`src/rtl/sled_pkg.sv`:
```
// Types, codes and helpers for the string literal escape decoder.
// Depends on nothing; used by every module of the block.
package sled_pkg;

    // Most hex digits allowed inside \x{...}
    localparam logic [3:0] MAX_BRACE_DIGITS = 4'd8;

    // Result kinds
    localparam logic [1:0] KIND_CHAR  = 2'd0;
    localparam logic [1:0] KIND_DONE  = 2'd1;
    localparam logic [1:0] KIND_ERROR = 2'd2;

    // Error codes
    localparam logic [3:0] ERR_NONE         = 4'd0;
    localparam logic [3:0] ERR_NO_ESCAPE    = 4'd1;
    localparam logic [3:0] ERR_SHORT_U      = 4'd2;
    localparam logic [3:0] ERR_NONHEX_U     = 4'd3;
    localparam logic [3:0] ERR_SHORT_X      = 4'd4;
    localparam logic [3:0] ERR_NONHEX_X     = 4'd5;
    localparam logic [3:0] ERR_EMPTY_BRACES = 4'd6;
    localparam logic [3:0] ERR_NO_BRACE_END = 4'd7;
    localparam logic [3:0] ERR_TOO_MANY     = 4'd8;
    localparam logic [3:0] ERR_BAD_ESCAPE   = 4'd9;
    localparam logic [3:0] ERR_NO_QUOTE     = 4'd10;

    // Character codes
    localparam logic [20:0] CH_BACKSLASH = 21'h5C;
    localparam logic [20:0] CH_DQUOTE    = 21'h22;
    localparam logic [20:0] CH_SQUOTE    = 21'h27;
    localparam logic [20:0] CH_LC_N      = 21'h6E;
    localparam logic [20:0] CH_LC_T      = 21'h74;
    localparam logic [20:0] CH_LC_V      = 21'h76;
    localparam logic [20:0] CH_LC_B      = 21'h62;
    localparam logic [20:0] CH_LC_R      = 21'h72;
    localparam logic [20:0] CH_LC_F      = 21'h66;
    localparam logic [20:0] CH_LC_A      = 21'h61;
    localparam logic [20:0] CH_ZERO      = 21'h30;
    localparam logic [20:0] CH_NINE      = 21'h39;
    localparam logic [20:0] CH_UC_A      = 21'h41;
    localparam logic [20:0] CH_UC_F      = 21'h46;
    localparam logic [20:0] CH_LC_U      = 21'h75;
    localparam logic [20:0] CH_UC_U      = 21'h55;
    localparam logic [20:0] CH_LC_X      = 21'h78;
    localparam logic [20:0] CH_LBRACE    = 21'h7B;
    localparam logic [20:0] CH_RBRACE    = 21'h7D;

    // Decoded values of the simple escapes
    localparam logic [31:0] VAL_NL  = 32'd10;
    localparam logic [31:0] VAL_TAB = 32'd9;
    localparam logic [31:0] VAL_VT  = 32'd11;
    localparam logic [31:0] VAL_BS  = 32'd8;
    localparam logic [31:0] VAL_CR  = 32'd13;
    localparam logic [31:0] VAL_FF  = 32'd12;
    localparam logic [31:0] VAL_BEL = 32'd7;
    localparam logic [31:0] VAL_NUL = 32'd0;

    // Decoder modes
    typedef enum logic [2:0] {
        MODE_IDLE,
        MODE_BODY,
        MODE_ESC,
        MODE_HEX,
        MODE_XFIRST,
        MODE_XSECOND,
        MODE_BRACE
    } mode_t;

    // Input word
    typedef struct packed {
        logic [20:0] code_point;
        logic        first;
        logic        last;
    } in_t;

    // Result word
    typedef struct packed {
        logic [1:0]  kind;
        logic [31:0] char_value;
        logic [3:0]  error_code;
    } out_t;

    // Decoder state carried between words
    typedef struct packed {
        mode_t       mode;
        logic [3:0]  digits_left;
        logic [31:0] accumulator;
    } state_t;

    // Hex digit decode: {is_hex, value}
    function automatic logic [4:0] hex_decode(logic [20:0] c);
        logic [4:0] r;
        r = 5'd0;
        case (c) inside
            [CH_ZERO:CH_NINE]: r = {1'b1, c[3:0]};
            [CH_UC_A:CH_UC_F],
            [CH_LC_A:CH_LC_F]: r = {1'b1, c[3:0] + 4'd9};
            default:           r = 5'd0;
        endcase
        return r;
    endfunction

endpackage

```
`src/rtl/sled_step.sv`:
```
// One decode step: next state and optional result for one input word.
// Depends on sled_pkg.
module sled_step (
    input  sled_pkg::in_t    in_word,
    input  sled_pkg::state_t cur,
    output sled_pkg::state_t nxt,
    output logic             res_valid,
    output sled_pkg::out_t   res
);

    logic [4:0]  hex;
    logic        is_hex;
    logic [3:0]  hval;
    logic [20:0] c;
    logic        last;
    logic [31:0] acc_shift;
    logic [3:0]  dl_dec;

    assign c         = in_word.code_point;
    assign last      = in_word.last;
    assign hex       = sled_pkg::hex_decode(in_word.code_point);
    assign is_hex    = hex[4];
    assign hval      = hex[3:0];
    assign acc_shift = {cur.accumulator[27:0], hval};
    assign dl_dec    = cur.digits_left - 4'd1;

    always_comb begin
        logic        do_fail;
        logic        do_done;
        logic        do_deliver;
        logic [3:0]  ferr;
        logic [31:0] dval;

        nxt        = cur;
        do_fail    = 1'b0;
        do_done    = 1'b0;
        do_deliver = 1'b0;
        ferr       = sled_pkg::ERR_NONE;
        dval       = '0;

        // Mode update
        if (in_word.first) begin
            nxt.mode        = sled_pkg::MODE_BODY;
            nxt.digits_left = '0;
            nxt.accumulator = '0;
            if (last) begin
                do_fail = 1'b1;
                ferr    = sled_pkg::ERR_NO_QUOTE;
            end
        end else begin
            case (cur.mode)
                sled_pkg::MODE_BODY: begin
                    if (c == sled_pkg::CH_BACKSLASH) begin
                        if (last) begin
                            do_fail = 1'b1;
                            ferr    = sled_pkg::ERR_NO_ESCAPE;
                        end else begin
                            nxt.mode = sled_pkg::MODE_ESC;
                        end
                    end else if (c == sled_pkg::CH_DQUOTE) begin
                        do_done = 1'b1;
                    end else begin
                        do_deliver = 1'b1;
                        dval       = {11'd0, c};
                    end
                end

                sled_pkg::MODE_ESC: begin
                    case (c)
                        sled_pkg::CH_LC_N: begin
                            do_deliver = 1'b1; dval = sled_pkg::VAL_NL;
                        end
                        sled_pkg::CH_LC_T: begin
                            do_deliver = 1'b1; dval = sled_pkg::VAL_TAB;
                        end
                        sled_pkg::CH_LC_V: begin
                            do_deliver = 1'b1; dval = sled_pkg::VAL_VT;
                        end
                        sled_pkg::CH_LC_B: begin
                            do_deliver = 1'b1; dval = sled_pkg::VAL_BS;
                        end
                        sled_pkg::CH_LC_R: begin
                            do_deliver = 1'b1; dval = sled_pkg::VAL_CR;
                        end
                        sled_pkg::CH_LC_F: begin
                            do_deliver = 1'b1; dval = sled_pkg::VAL_FF;
                        end
                        sled_pkg::CH_LC_A: begin
                            do_deliver = 1'b1; dval = sled_pkg::VAL_BEL;
                        end
                        sled_pkg::CH_ZERO: begin
                            do_deliver = 1'b1; dval = sled_pkg::VAL_NUL;
                        end
                        sled_pkg::CH_BACKSLASH, sled_pkg::CH_SQUOTE,
                        sled_pkg::CH_DQUOTE: begin
                            do_deliver = 1'b1; dval = {11'd0, c};
                        end
                        sled_pkg::CH_LC_U, sled_pkg::CH_UC_U: begin
                            if (last) begin
                                do_fail = 1'b1;
                                ferr    = sled_pkg::ERR_SHORT_U;
                            end else begin
                                nxt.mode        = sled_pkg::MODE_HEX;
                                nxt.digits_left = (c == sled_pkg::CH_LC_U) ? 4'd4 : 4'd8;
                                nxt.accumulator = '0;
                            end
                        end
                        sled_pkg::CH_LC_X: begin
                            if (last) begin
                                do_fail = 1'b1;
                                ferr    = sled_pkg::ERR_SHORT_X;
                            end else begin
                                nxt.mode        = sled_pkg::MODE_XFIRST;
                                nxt.accumulator = '0;
                            end
                        end
                        default: begin
                            do_fail = 1'b1;
                            ferr    = sled_pkg::ERR_BAD_ESCAPE;
                        end
                    endcase
                end

                // Fixed-length \u / \U digits
                sled_pkg::MODE_HEX: begin
                    if (!is_hex) begin
                        do_fail = 1'b1;
                        ferr    = sled_pkg::ERR_NONHEX_U;
                    end else begin
                        nxt.accumulator = acc_shift;
                        nxt.digits_left = dl_dec;
                        if (dl_dec == 4'd0) begin
                            do_deliver = 1'b1;
                            dval       = acc_shift;
                        end else if (last) begin
                            do_fail = 1'b1;
                            ferr    = sled_pkg::ERR_SHORT_U;
                        end
                    end
                end

                sled_pkg::MODE_XFIRST: begin
                    if (c == sled_pkg::CH_LBRACE) begin
                        if (last) begin
                            do_fail = 1'b1;
                            ferr    = sled_pkg::ERR_NO_BRACE_END;
                        end else begin
                            nxt.mode        = sled_pkg::MODE_BRACE;
                            nxt.digits_left = sled_pkg::MAX_BRACE_DIGITS;
                            nxt.accumulator = '0;
                        end
                    end else if (!is_hex) begin
                        do_fail = 1'b1;
                        ferr    = sled_pkg::ERR_NONHEX_X;
                    end else if (last) begin
                        do_fail = 1'b1;
                        ferr    = sled_pkg::ERR_SHORT_X;
                    end else begin
                        nxt.accumulator = {28'd0, hval};
                        nxt.mode        = sled_pkg::MODE_XSECOND;
                    end
                end

                sled_pkg::MODE_XSECOND: begin
                    if (!is_hex) begin
                        do_fail = 1'b1;
                        ferr    = sled_pkg::ERR_NONHEX_X;
                    end else begin
                        do_deliver = 1'b1;
                        dval       = {24'd0, cur.accumulator[3:0], hval};
                    end
                end

                // \x{...} digits
                sled_pkg::MODE_BRACE: begin
                    if (!is_hex) begin
                        if (cur.digits_left == sled_pkg::MAX_BRACE_DIGITS) begin
                            do_fail = 1'b1;
                            ferr    = sled_pkg::ERR_EMPTY_BRACES;
                        end else if (c != sled_pkg::CH_RBRACE) begin
                            do_fail = 1'b1;
                            ferr    = sled_pkg::ERR_NO_BRACE_END;
                        end else begin
                            do_deliver = 1'b1;
                            dval       = cur.accumulator;
                        end
                    end else if (cur.digits_left == 4'd0) begin
                        do_fail = 1'b1;
                        ferr    = sled_pkg::ERR_TOO_MANY;
                    end else begin
                        nxt.accumulator = acc_shift;
                        nxt.digits_left = dl_dec;
                        if (last) begin
                            do_fail = 1'b1;
                            ferr    = sled_pkg::ERR_NO_BRACE_END;
                        end
                    end
                end

                default: begin
                    nxt.mode = sled_pkg::MODE_IDLE;
                end
            endcase
        end

        // Result forming; any done or error result returns to idle
        res_valid = 1'b0;
        res       = '0;
        if (do_fail || (do_deliver && last)) begin
            res_valid      = 1'b1;
            res.kind       = sled_pkg::KIND_ERROR;
            res.error_code = do_fail ? ferr : sled_pkg::ERR_NO_QUOTE;
            nxt.mode       = sled_pkg::MODE_IDLE;
        end else if (do_done) begin
            res_valid = 1'b1;
            res.kind  = sled_pkg::KIND_DONE;
            nxt.mode  = sled_pkg::MODE_IDLE;
        end else if (do_deliver) begin
            res_valid      = 1'b1;
            res.kind       = sled_pkg::KIND_CHAR;
            res.char_value = dval;
            nxt.mode       = sled_pkg::MODE_BODY;
        end
    end

endmodule

```
`src/rtl/string_literal_escape_decoder.sv`:
```
// String literal escape decoder: takes one code point per word, drops the opening
// quote, passes plain characters, decodes simple, \u, \U, \x and \x{...} escapes
// and ends on the closing quote with a done word, or with an error word carrying a
// code. It accepts one word every cycle while results are taken; a result word is
// registered: the accepting edge loads the input register, and the decode step is
// then loaded into the result register once the result side is free.
// A stalled result holds back only the input register, so one more word is taken
// before s_ready falls.
// Depends on sled_pkg and sled_step.
module string_literal_escape_decoder (
    input  logic           aclk,
    input  logic           aresetn,
    input  logic           s_valid,
    output logic           s_ready,
    input  sled_pkg::in_t  s_data,
    output logic           m_valid,
    input  logic           m_ready,
    output sled_pkg::out_t m_data
);

    logic             in_valid_reg;
    sled_pkg::in_t    in_word_reg;
    sled_pkg::state_t state_reg;
    sled_pkg::state_t state_next;
    logic             out_valid_reg;
    sled_pkg::out_t   out_word_reg;
    logic             res_valid;
    sled_pkg::out_t   res;
    logic             out_free;
    logic             advance;

    // Flow control
    assign out_free = !out_valid_reg || m_ready;
    assign advance  = in_valid_reg && out_free;
    assign s_ready  = !in_valid_reg || advance;

    // Decode step
    sled_step u_step (
        .in_word   (in_word_reg),
        .cur       (state_reg),
        .nxt       (state_next),
        .res_valid (res_valid),
        .res       (res)
    );

    // Input register
    always_ff @(posedge aclk) begin
        if (!aresetn) begin
            in_valid_reg <= 1'b0;
        end else if (s_ready) begin
            in_valid_reg <= s_valid;
        end
    end

    always_ff @(posedge aclk) begin
        if (s_valid && s_ready) begin
            in_word_reg <= s_data;
        end
    end

    // Decoder state
    always_ff @(posedge aclk) begin
        if (!aresetn) begin
            state_reg.mode        <= sled_pkg::MODE_IDLE;
            state_reg.digits_left <= '0;
            state_reg.accumulator <= '0;
        end else if (advance) begin
            state_reg <= state_next;
        end
    end

    // Result register
    always_ff @(posedge aclk) begin
        if (!aresetn) begin
            out_valid_reg <= 1'b0;
        end else if (advance && res_valid) begin
            out_valid_reg <= 1'b1;
        end else if (m_ready) begin
            out_valid_reg <= 1'b0;
        end
    end

    always_ff @(posedge aclk) begin
        if (advance && res_valid) begin
            out_word_reg <= res;
        end
    end

    assign m_valid = out_valid_reg;
    assign m_data  = out_word_reg;

endmodule

```
`config.mk`:
```
export PLATFORM = sky130hd
export DESIGN_NAME = string_literal_escape_decoder
export DESIGN_NICKNAME = d
export VERILOG_FILES = /design/src/rtl/sled_pkg.sv /design/src/rtl/sled_step.sv /design/src/rtl/string_literal_escape_decoder.sv
export SDC_FILE = /design/constraint.sdc
export NUM_CORES = 1
export LEC_CHECK = 0
export BUFFER_PORTS_ARGS = -buffer_cell sky130_fd_sc_hd__buf_4
export CORE_MARGIN = 5
export CORE_UTILIZATION = 60
export DETAILED_ROUTE_END_ITERATION = 16
export PLACE_DENSITY = 0.81
export SKIP_CTS_REPAIR_TIMING = 1
export SYNTH_ARGS = -nofsm -noshare
export SYNTH_HDL_FRONTEND = slang
export SYNTH_HIERARCHICAL = 1
export SYNTH_SLANG_ARGS = --single-unit
```
`constraint.sdc`:
```
create_clock -name aclk -period 5.82 [get_ports aclk]
set_input_delay 1.164 -clock aclk [delete_from_list [all_inputs] [get_ports aclk]]
set_output_delay 1.164 -clock aclk [all_outputs]
set_load 0.01 [all_outputs]
```
# Word-level counts from Yosys, hierarchy flattened
# Cells that the tools add are included.
totals:
  register_bits: 102
  input_bits: 27
  out_inout_bits: 40
  wordCells: 185
classes:
  eq_ne: 45
  n_reduce_logical: 27
  mux: 92
  bitwise_logic: 1
  addsub: 2
  order_cmp: 6
ops:
  columns: ["operator", "count"]
  rows:
  - ["$mux 32", 9]
  - ["$eq 21x7->1 const B", 12]
  - ["$pmux 21 s8", 1]
  - ["$pmux 32 s5", 1]
  - ["$pmux 36 s4", 1]
  - ["$mux 39", 3]
  - ["$mux 36", 3]
  - ["$pmux 32 s2", 1]
  - ["$eq 21x6->1 const B", 3]
  - ["$mux 4", 12]
  - ["$ge 21x7->1 const B", 2]
  - ["$le 21x7->1 const B", 2]
  - ["$mux 21", 2]
  - ["$mux 3", 14]
  - ["$mux 1", 32]
  - ["$pmux 4 s6", 1]
  - ["$ge 21x6->1 const B", 1]
  - ["$le 21x6->1 const B", 1]
  - ["$ne 21x7->1 const B", 1]
  - ["$ne 7x4->1 const B", 3]
  - ["$ne 4x4->1 const B", 5]
  - ["$ne 7x7->1 const B", 2]
  - ["$ne 3x3->1 const B", 4]
  - ["$pmux 3 s4", 1]
  - ["35 further kinds", 56]

# Longest topological paths before layout
# Gate-level depths: netlist of the first run.
depth:
  depth_word: 13
  mapped_depth: 14
  mapped_depth_nobuf: 13

# Cells and area by module
# The synthesis of the first run kept the hierarchy.
modules_own_cells:
  columns: ["mod", "n_inst", "cells_each", "area_per_inst_um2", "seq_area_each_um2"]
  rows:
  - ["string_literal_escape_decoder", 1, 243, 3492.1, 2652.5]
  - ["sled_step", 1, 429, 2723.9, 0.0]

# Least setup slack after synthesis of the first run
# Ideal clock, no wire load.
synth_timing:
  path_kind: "flip-flop to flip-flop"
  startpoint: "reg in_word_reg[12] (netlist name)"
  endpoint: "reg out_word_reg, in the netlist m_data[0], enable pin"
  stages_incl_launch_ff: 9
  arrival_time_ns: 4.052
  slack_ns: 1.334
  setup_ns: 0.434
  t_required_ns: 5.386
  n_path_buf: 0
  synth_period_minus_slack_ns: 4.486
  cell_sequence: "edfxtp_1 -> or4_4 -> nor4_4 -> nand3_1 -> nor4_2 -> a2111o_1 -> a211o_4 -> nand2_1 -> nor2_1"
synth_via:
  elab_chain_cells: 12
  elab_cells_between_ends: 61
  cone_classes: "order compare: 6; eq/ne: 16; mux: 30; reduce/logical: 9"
synth_rtl:
  columns: ["element", "line", "rtl"]
  rows:
  - ["start, declared", "string_literal_escape_decoder.sv:22", "sled_pkg::in_t in_word_reg;"]
  - ["start signal, assigned", "string_literal_escape_decoder.sv:57", "in_word_reg <= s_data;"]
  - ["$ge 21x7->1 (implied by the code) or $le 21x7->1 (tied branches)", "sled_step.sv:21", "assign hex = sled_pkg::hex_decode(in_word.code_point);"]
  - ["$logic_and 1x1->1 (implied by the code)", "sled_step.sv:21", null]
  - ["$reduce_or 2->1", "sled_pkg.sv:93", "case (c) inside"]
  - ["$mux 5 (2 in series)", "sled_pkg.sv:93", null]
  - ["$mux 1 (on tied branches)", null, null]
  - ["$pmux 1 s5 or $mux 1 (tied branches)", "sled_step.sv:51, sled_step.sv:143", null]
  - ["$mux 1 or $pmux 1 s6 (tied branches)", "sled_step.sv:42, sled_step.sv:51", null]
  - ["$mux 1 (tied with other cells)", "sled_step.sv:218", "end else if (do_deliver) begin"]
  - ["$mux 1 or $logic_or 1x1->1 (tied branches)", "sled_step.sv:214, sled_step.sv:209", null]
  - ["$mux 1 (*)", "sled_step.sv:209", "if (do_fail || (do_deliver && last)) begin"]
  - ["net res_valid", "string_literal_escape_decoder.sv:27", "logic res_valid;"]
  - ["$logic_and 1x1->1 (*)", "string_literal_escape_decoder.sv:84", "if (advance && res_valid) begin"]
  - ["end signal, assigned", "string_literal_escape_decoder.sv:85", "out_word_reg <= res;"]
  - ["end, declared", "string_literal_escape_decoder.sv:26", "sled_pkg::out_t out_word_reg;"]
# The timed path passes the listed nets; every way through them passes the cells marked *.
# A chain may end at the register's enable or synchronous reset.

# Final worst setup path of the first run
layout_timing:
  startpoint: "reg in_word_reg[12] (netlist name)"
  endpoint: "reg out_word_reg, in the netlist m_data[8], enable pin"
# Same word-level chain as after synthesis.

==> results of run 1 <==
## per-layer routing
layer	GRT usage	wire, um	vias up
met3	0.0668	1650	52
met5	0	0	-
met4	0.0989	586	0
li1	-	-	2577
met2	0.445	8220	312
met1	0.374	7240	2701
## layout by cell type, fill, tap and decap left out, types with 7 or more instances in the layout
master    Yosys  layout
buf_4         2      74
nand2b_1      9       9
edfxtp_1     61      61
o21ai_0      15      15
clkbuf_8      0       9
a31oi_1      13      13
a21o_1        7       7
a211oi_1      8       8
inv_1        11      11
dfxtp_1      41      41
a22oi_1      27      27
nor3_1        9       9
mux2i_1      39      39
a22o_1       28      28
nor2_1       44      43
a21oi_1      46      45
nand3_1       8       8
nand2_1     124     124
nor2b_1       9       8
## metrics by stage
stage,worst slack [ns],cells
global route,1.10,847
global placement,1.54,831
CTS,1.38,847
detailed placement,1.41,831
finish,1.38,847
floorplan,1.33,672
## power breakdown
part	total, mW	switching (mW)	internal (mW)
combinational	0.106	0.0637	0.0426
sequential	0.799	0.0221	0.776
clock	0.466	0.261	0.205
## critical path, cell delays in order (launching register included)
cell and delay, ns:
edfxtp_1 0.44, or4_4 0.61, nor4_4 0.51, nand3_1 0.37, nor4_4 0.34, buf_4 0.38, a2111o_1 0.25, a211o_4 0.19
nand2_1 0.09, nor2_4 0.85
## synthesized netlist by cell type (5+ instances only)
cell type  count
clkbuf_1      37
nand2b_1       9
a22oi_1       27
a31oi_1       13
inv_1         11
nor2_1        44
nand3_1        8
or3_1          5
ha_1           6
buf_2          7
a21o_1         7
a21oi_1       46
nor2b_1        9
o21ai_0       15
nor4_1         6
mux2i_1       39
a22o_1        28
edfxtp_1      61
nor3_1         9
o22ai_1        5
dfxtp_1       41
nand4_1        5
nand2_1      124
a211oi_1       8
## area by class of cell
class / instances / area, um2 / area share
timing repair buffer: 74 / 556 / 0.0801
inverter: 13 / 48.8 / 0.00704
clock buffer: 9 / 124 / 0.0179
tap: 136 / 170 / 0.0245
multi-input combinational: 506 / 3300 / 0.476
clock inverter: 7 / 80.1 / 0.0115
sequential: 102 / 2650 / 0.383
## cell families (layout without fill, tap and decap cells)
kind of cell             Yosys count  count (layout)
AO/OA/AOI/OAI                    192             192
adder cells (fa/ha/maj)            6               6
buffers and inverters             64             103
flip-flops                       102             102
AND/OR/NAND/NOR                  264             264
multiplexers                      40              40
XOR/XNOR                           4               4
## path summary, 6_finish.rpt
| check | startpoint | to | slack, ns | cells past startpoint |
|---|---|---|---|---|
| worst max-delay path | in_word_reg[12] | m_data[8] | 1.38 | 9 |
| worst min-delay path | state_reg[29] | state_reg[29] | 0.50 | 2 |
| worst max register to register | in_word_reg[12] | m_data[8] | 1.38 | 9 |
| worst min register to register | state_reg[29] | state_reg[29] | 0.50 | 2 |
==> summary.txt, run 1 <==
Post-DP Area - 0.00673 mm2
Gpl congestion - 1.09
Total gr overflow - 0
# Max-Cap Violations - 0
Die Height - 112 um
Final ANT Viol Nets - 0
DR vias/cell - 6.66
YS warnings - 6
Fin crit share - 0.764
Layout cells sized above 1 - 0.170
CTS Buffer Depth - 2
Site Rows - 37
Leak pwr - 2.31 nW
Iter 0 DRT Violations - 676
Vias in the first global route - 5232
Final Util - 0.678
Antenna violations before repair - 0
Multiplexer share of the synthesized area - 0.0646
Fin Hold WS - 0.496 ns
Max VDD drop - 0.000150 V
Final WL - 17700 um
RSZ-0062 raised after global routing - no
Filler Cells Inserted - 838
PwrDens - 198 mW/mm2
Clk_lat worst skew - 0.38 ns
Die area - 0.0125 mm2
Cell area after synthesis - 0.00622 mm2
Die outline width - 112 um
Overall Power - 1.37 mW
Largest family of logic cells by synthesized area - compound AO/OA/AOI/OAI gates
Net Count, Synth - 705
Sink Count - 102
PortBufs - 66
Worst EP arrival - 4.44 ns
DR vias - 5642
Max Slew Vio Count - 0
Skew final - 0.0158 ns
Critical path class - reg2reg
Slew @ Worst Pin - 1.11 ns
CP Capture Type - flip-flop
Netlist cell types - 82
H-tree levels - 3
Sequential share of the synthesized area - 0.427
Final min period - 4.44 ns
Tightest Hold Check Type - reg2reg
Compound-Gate Fraction of Synth Area - 0.228
Final setup viols - 0
Core footprint - 0.0102 mm2
Initial Util - 0.608
Post-DP HPWL - 12300 um
Mapped Cells - 672
TritonCTS clock tree - yes
Startpoint Class - flip-flop
First-pass GRT wire length - 28100 um
Root buffer cell - clkbuf_8
Largest net degree at the start of global routing - 81
Drt pass-1 iters - 6
Most used flip-flop cell after synthesis - edfxtp_1
Post-synthesis sequential element count - 102
Fin. Hold Viols - 0
Top cells by area, synth - edfxtp_1 (29%), dfxtp_1 (13%), nand2_1 (7.5%)
Avg Inst Size Synth - 9.25 um2
Synth top area share - 0.295
Achievable Freq - 0.225 GHz
Xor and xnor fraction of the mapped netlist area - 0.00564
Status - completed
Clock slew at reported path FFs - 0.10 ns
Fin Setup TNS - 0 ns
Ant diodes - 0
Slew HR - 0.257
Crit Path Max Fanout - 38
Number of flip-flops under the largest register name - 39
Post-Synth Simple-Gate Area - 0.215
Asr flop ratio synth - 0
Design area - 0.00693 mm2
I/O pin cnt - 67
Fraction of the mapped netlist area in adder cells - 0.0121
Final nets - 739
Area delta synth->final - 11.6%
Post-synth EDFFs - 61
CTS Buf Count - 9
WL per Instance - 20.9 um
WP data required - 5.82 ns
DRC errors left - 0
Largest area contributor in the netlist - edfxtp_1
GRT Overall Usage - 0.280
No activity file was read; power rests on OpenSTA's default activity.
==> run 2, diff against run 1 <==
- ABC_AREA: unset -> 1
- PLACE_DENSITY: 0.81 -> 0.8
- clock period: 5.82 -> 4.2 ns (I/O delays scaled with it)
==> summary.txt, run 2 <==
Status - completed
Pint - 1.73 mW (+69%)
Die Height - 124 um (+11%)
RSZ-0062 raised after global routing - no
Top cells by area, synth - edfxtp_1 (23%), nand2_1 (12%), dfxtp_1 (10%)
Clock slew at reported path FFs - 0.08 ns (-0.02 ns)
Vias in the first global route - 6944 (+33%)
Largest area contributor in the netlist - edfxtp_1
Clock network fraction of total power - 0.339 (about the same)
Initial Util - 0.615 (+0.00790)
Reg2Reg Depth - 16 (+7)
Site Rows - 41 (+11%)
Sequential share of the synthesized area - 0.339 (-0.0880)
Sequential Power Share - 0.467 (-0.116)
Startpoint Class - flip-flop
Core footprint - 0.0127 mm2 (+24%)
Die area - 0.0154 mm2 (+24%)
Most instantiated library cell after synthesis - nand2_1
Clk_lat worst skew - 0.36 ns (-0.02 ns)
Iter 0 DRT Violations - 1071 (+58%)
Layout cells sized above 1 - 0.155 (-0.0147)
DR vias - 7867 (+39%)
Worst EP arrival - 3.48 ns (-0.96 ns)
Comb pwr share - 0.193 (+0.115)
Mapped Cells - 1167 (+74%)
Skew final - 0.0128 ns (-0.00303 ns)
PwrDens - 293 mW/mm2 (+48%)
Total gr overflow - 0 (unchanged)
Hold Path Stages - 2 (unchanged)
Post-DP Area - 0.00826 mm2 (+23%)
PortBufs - 66 (unchanged)
Die outline width - 124 um (+11%)
Avg Inst Size Synth - 6.71 um2 (-27%)
Sw Pwr - 0.779 mW (+120%)
I/O pin cnt - 67 (unchanged)
Final WL - 22600 um (+27%)
Ant diodes - 0 (unchanged)
Root buffer cell - clkbuf_16
Worst r2r src - in_word_reg[14]
Fin Setup TNS - 0 ns (unchanged)
WP data required - 4.21 ns (-1.61 ns)
Largest net degree at the start of global routing - 80 (-1.2%)
CTS Buffer Depth - 2 (unchanged)
CP Capture Type - flip-flop
Post-synthesis sequential element count - 102 (unchanged)
Final min period - 3.47 ns (-0.979 ns)
DR vias/cell - 5.72 (-14%)
Fin crit share - 0.825 (+0.0615)
Final setup viols - 0 (unchanged)
Critical path class - reg2reg
Asr flop ratio synth - 0 (unchanged)
DRC errors left - 0 (unchanged)
GRT Overall Usage - 0.285 (+0.00558)
Most frequent cells in the layout - nand2_1 (249), inv_1 (158), a21oi_1 (119)
Crit Path Max Fanout - 38 (unchanged)
Most common cell after layout, fill and taps aside - nand2_1
Achievable Freq - 0.289 GHz (+28%)
Final ANT Viol Nets - 0 (unchanged)
Number of flip-flops under the largest register name - 39 (unchanged)
Gpl congestion - 1.03 (-5.9%)
Post-synth EDFFs - 61 (unchanged)
Synth top area share - 0.234 (-0.0607)
Cell area after synthesis - 0.00783 mm2 (+26%)
Most used flip-flop cell after synthesis - edfxtp_1
Min-delay src - state_reg[30]
Filler Cells Inserted - 1177 (+40%)
# Max-Cap Violations - 0 (unchanged)
Area delta synth->final - 9.40%
TritonCTS clock tree - yes
Post-DP HPWL - 16300 um (+32%)
Net Count, Synth - 1200 (+70%)
H-tree levels - 3 (unchanged)
Design area - 0.00857 mm2 (+24%)
Leak pwr - 3.50 nW (+52%)
Max VDD drop - 0.000285 V (+90%)
Sink Count - 102 (unchanged)
YS warnings - 6 (unchanged)
First-pass GRT wire length - 36300 um (+29%)
CTS Buf Count - 9 (unchanged)
Drt pass-1 iters - 6 (unchanged)
WL per Instance - 16.4 um (-22%)
Antenna violations before repair - 0 (unchanged)
Fin. Hold Viols - 0 (unchanged)
Max Slew Vio Count - 0 (unchanged)
Tightest Hold Check Type - reg2reg
Netlist cell types - 42 (-49%)
Most frequent cells after synthesis - nand2_1 (249), inv_1 (158), a21oi_1 (119), nor2_1 (119), nand3_1 (94)
Worst setup path start - in_word_reg[14]
Slew @ Worst Pin - 0.889 ns (-0.222 ns)
Final nets - 1231 (+67%)
Slew HR - 0.407 (+0.149)
Switch share - 0.311 (+0.0576)
## run 2: cell count changes in the layout (fill, tap and decap cells not counted), moves of 10 or more
| cell | delta |
|---|---|
| a21oi_1 | +74 |
| a22o_1 | -28 |
| a22oi_1 | -22 |
| clkbuf_16 | +10 |
| inv_1 | +147 |
| mux2i_1 | -39 |
| nand2_1 | +125 |
| nand2_2 | +11 |
| nand3_1 | +86 |
| nand3_2 | +13 |
| nor2_1 | +75 |
| nor2_2 | +38 |
| o21ai_0 | +64 |
| o21ai_1 | +13 |
## run 2: power by group through the flow
stage	sequential [mW]	clock (mW)	combinational, mW
after floorplan	1.18	0	0.357
after global placement	1.19	0	0.469
after detailed placement	1.19	0	0.473
after CTS	1.17	0.872	0.474
after global routing	1.18	0.913	0.539
final	1.17	0.852	0.484
## run 2: critical path, stage by stage (launching register included)
cell	delay, ns
edfxtp_1	0.42
nor2_2	0.16
nand2_2	0.13
nor2_4	0.22
nand2_2	0.20
a21oi_2	0.17
nand2_2	0.13
nand3_4	0.18
nand3_4	0.26
nand2_4	0.20
nor2_4	0.07
nor2_4	0.23
nor2_1	0.07
nand2_1	0.10
inv_1	0.09
nor2_4	0.09
buf_4	0.39
## run 2: worst paths after layout
path              endpoint  slack, ns
max             m_data[21]       0.73
min          state_reg[30]       0.53
max reg2reg     m_data[21]       0.73
min reg2reg  state_reg[30]       0.53
## run 2: stage by stage
step	setup slack (ns)	power (mW)	utilization	instances	hold WS, ns
6_report	0.735	2.51	0.673	1375	0.531
3_3_place_gp	0.888	1.66	0.649	1359	0.497
2_1_floorplan	0.223	1.54	-	1167	0.474
3_5_place_dp	0.807	1.67	0.649	1359	0.512
4_1_cts	0.784	2.52	0.673	1375	0.529
5_1_grt	0.495	2.63	0.673	1375	0.552
## run 2: cells by family after synthesis
kind of cell | after synthesis | synth area share
xor gates and xnor gates | 5 | 0.00559
adders and majority gates | 6 | 0.00959
AOI/OAI and AO/OA | 262 | 0.182
buffers and inverters | 231 | 0.133
and+or+nand+nor | 561 | 0.330
DFF | 102 | 0.339
## run 2: layout make-up
type / instances / area, um2 / area share
inverter: 170 / 641 / 0.0748
multi-input combinational: 834 / 4140 / 0.483
tap: 172 / 215 / 0.0251
clock buffer: 10 / 250 / 0.0292
timing repair buffer: 81 / 608 / 0.0710
sequential: 102 / 2650 / 0.310
clock inverter: 6 / 57.6 / 0.00672
## run 2: layer usage
metal	up-vias	share of wire	GRT usage
met5	-	0	0
met4	0	0.025	0.0903
met3	41	0.12	0.0738
met2	438	0.42	0.419
met1	3504	0.43	0.411
li1	3884	-	-
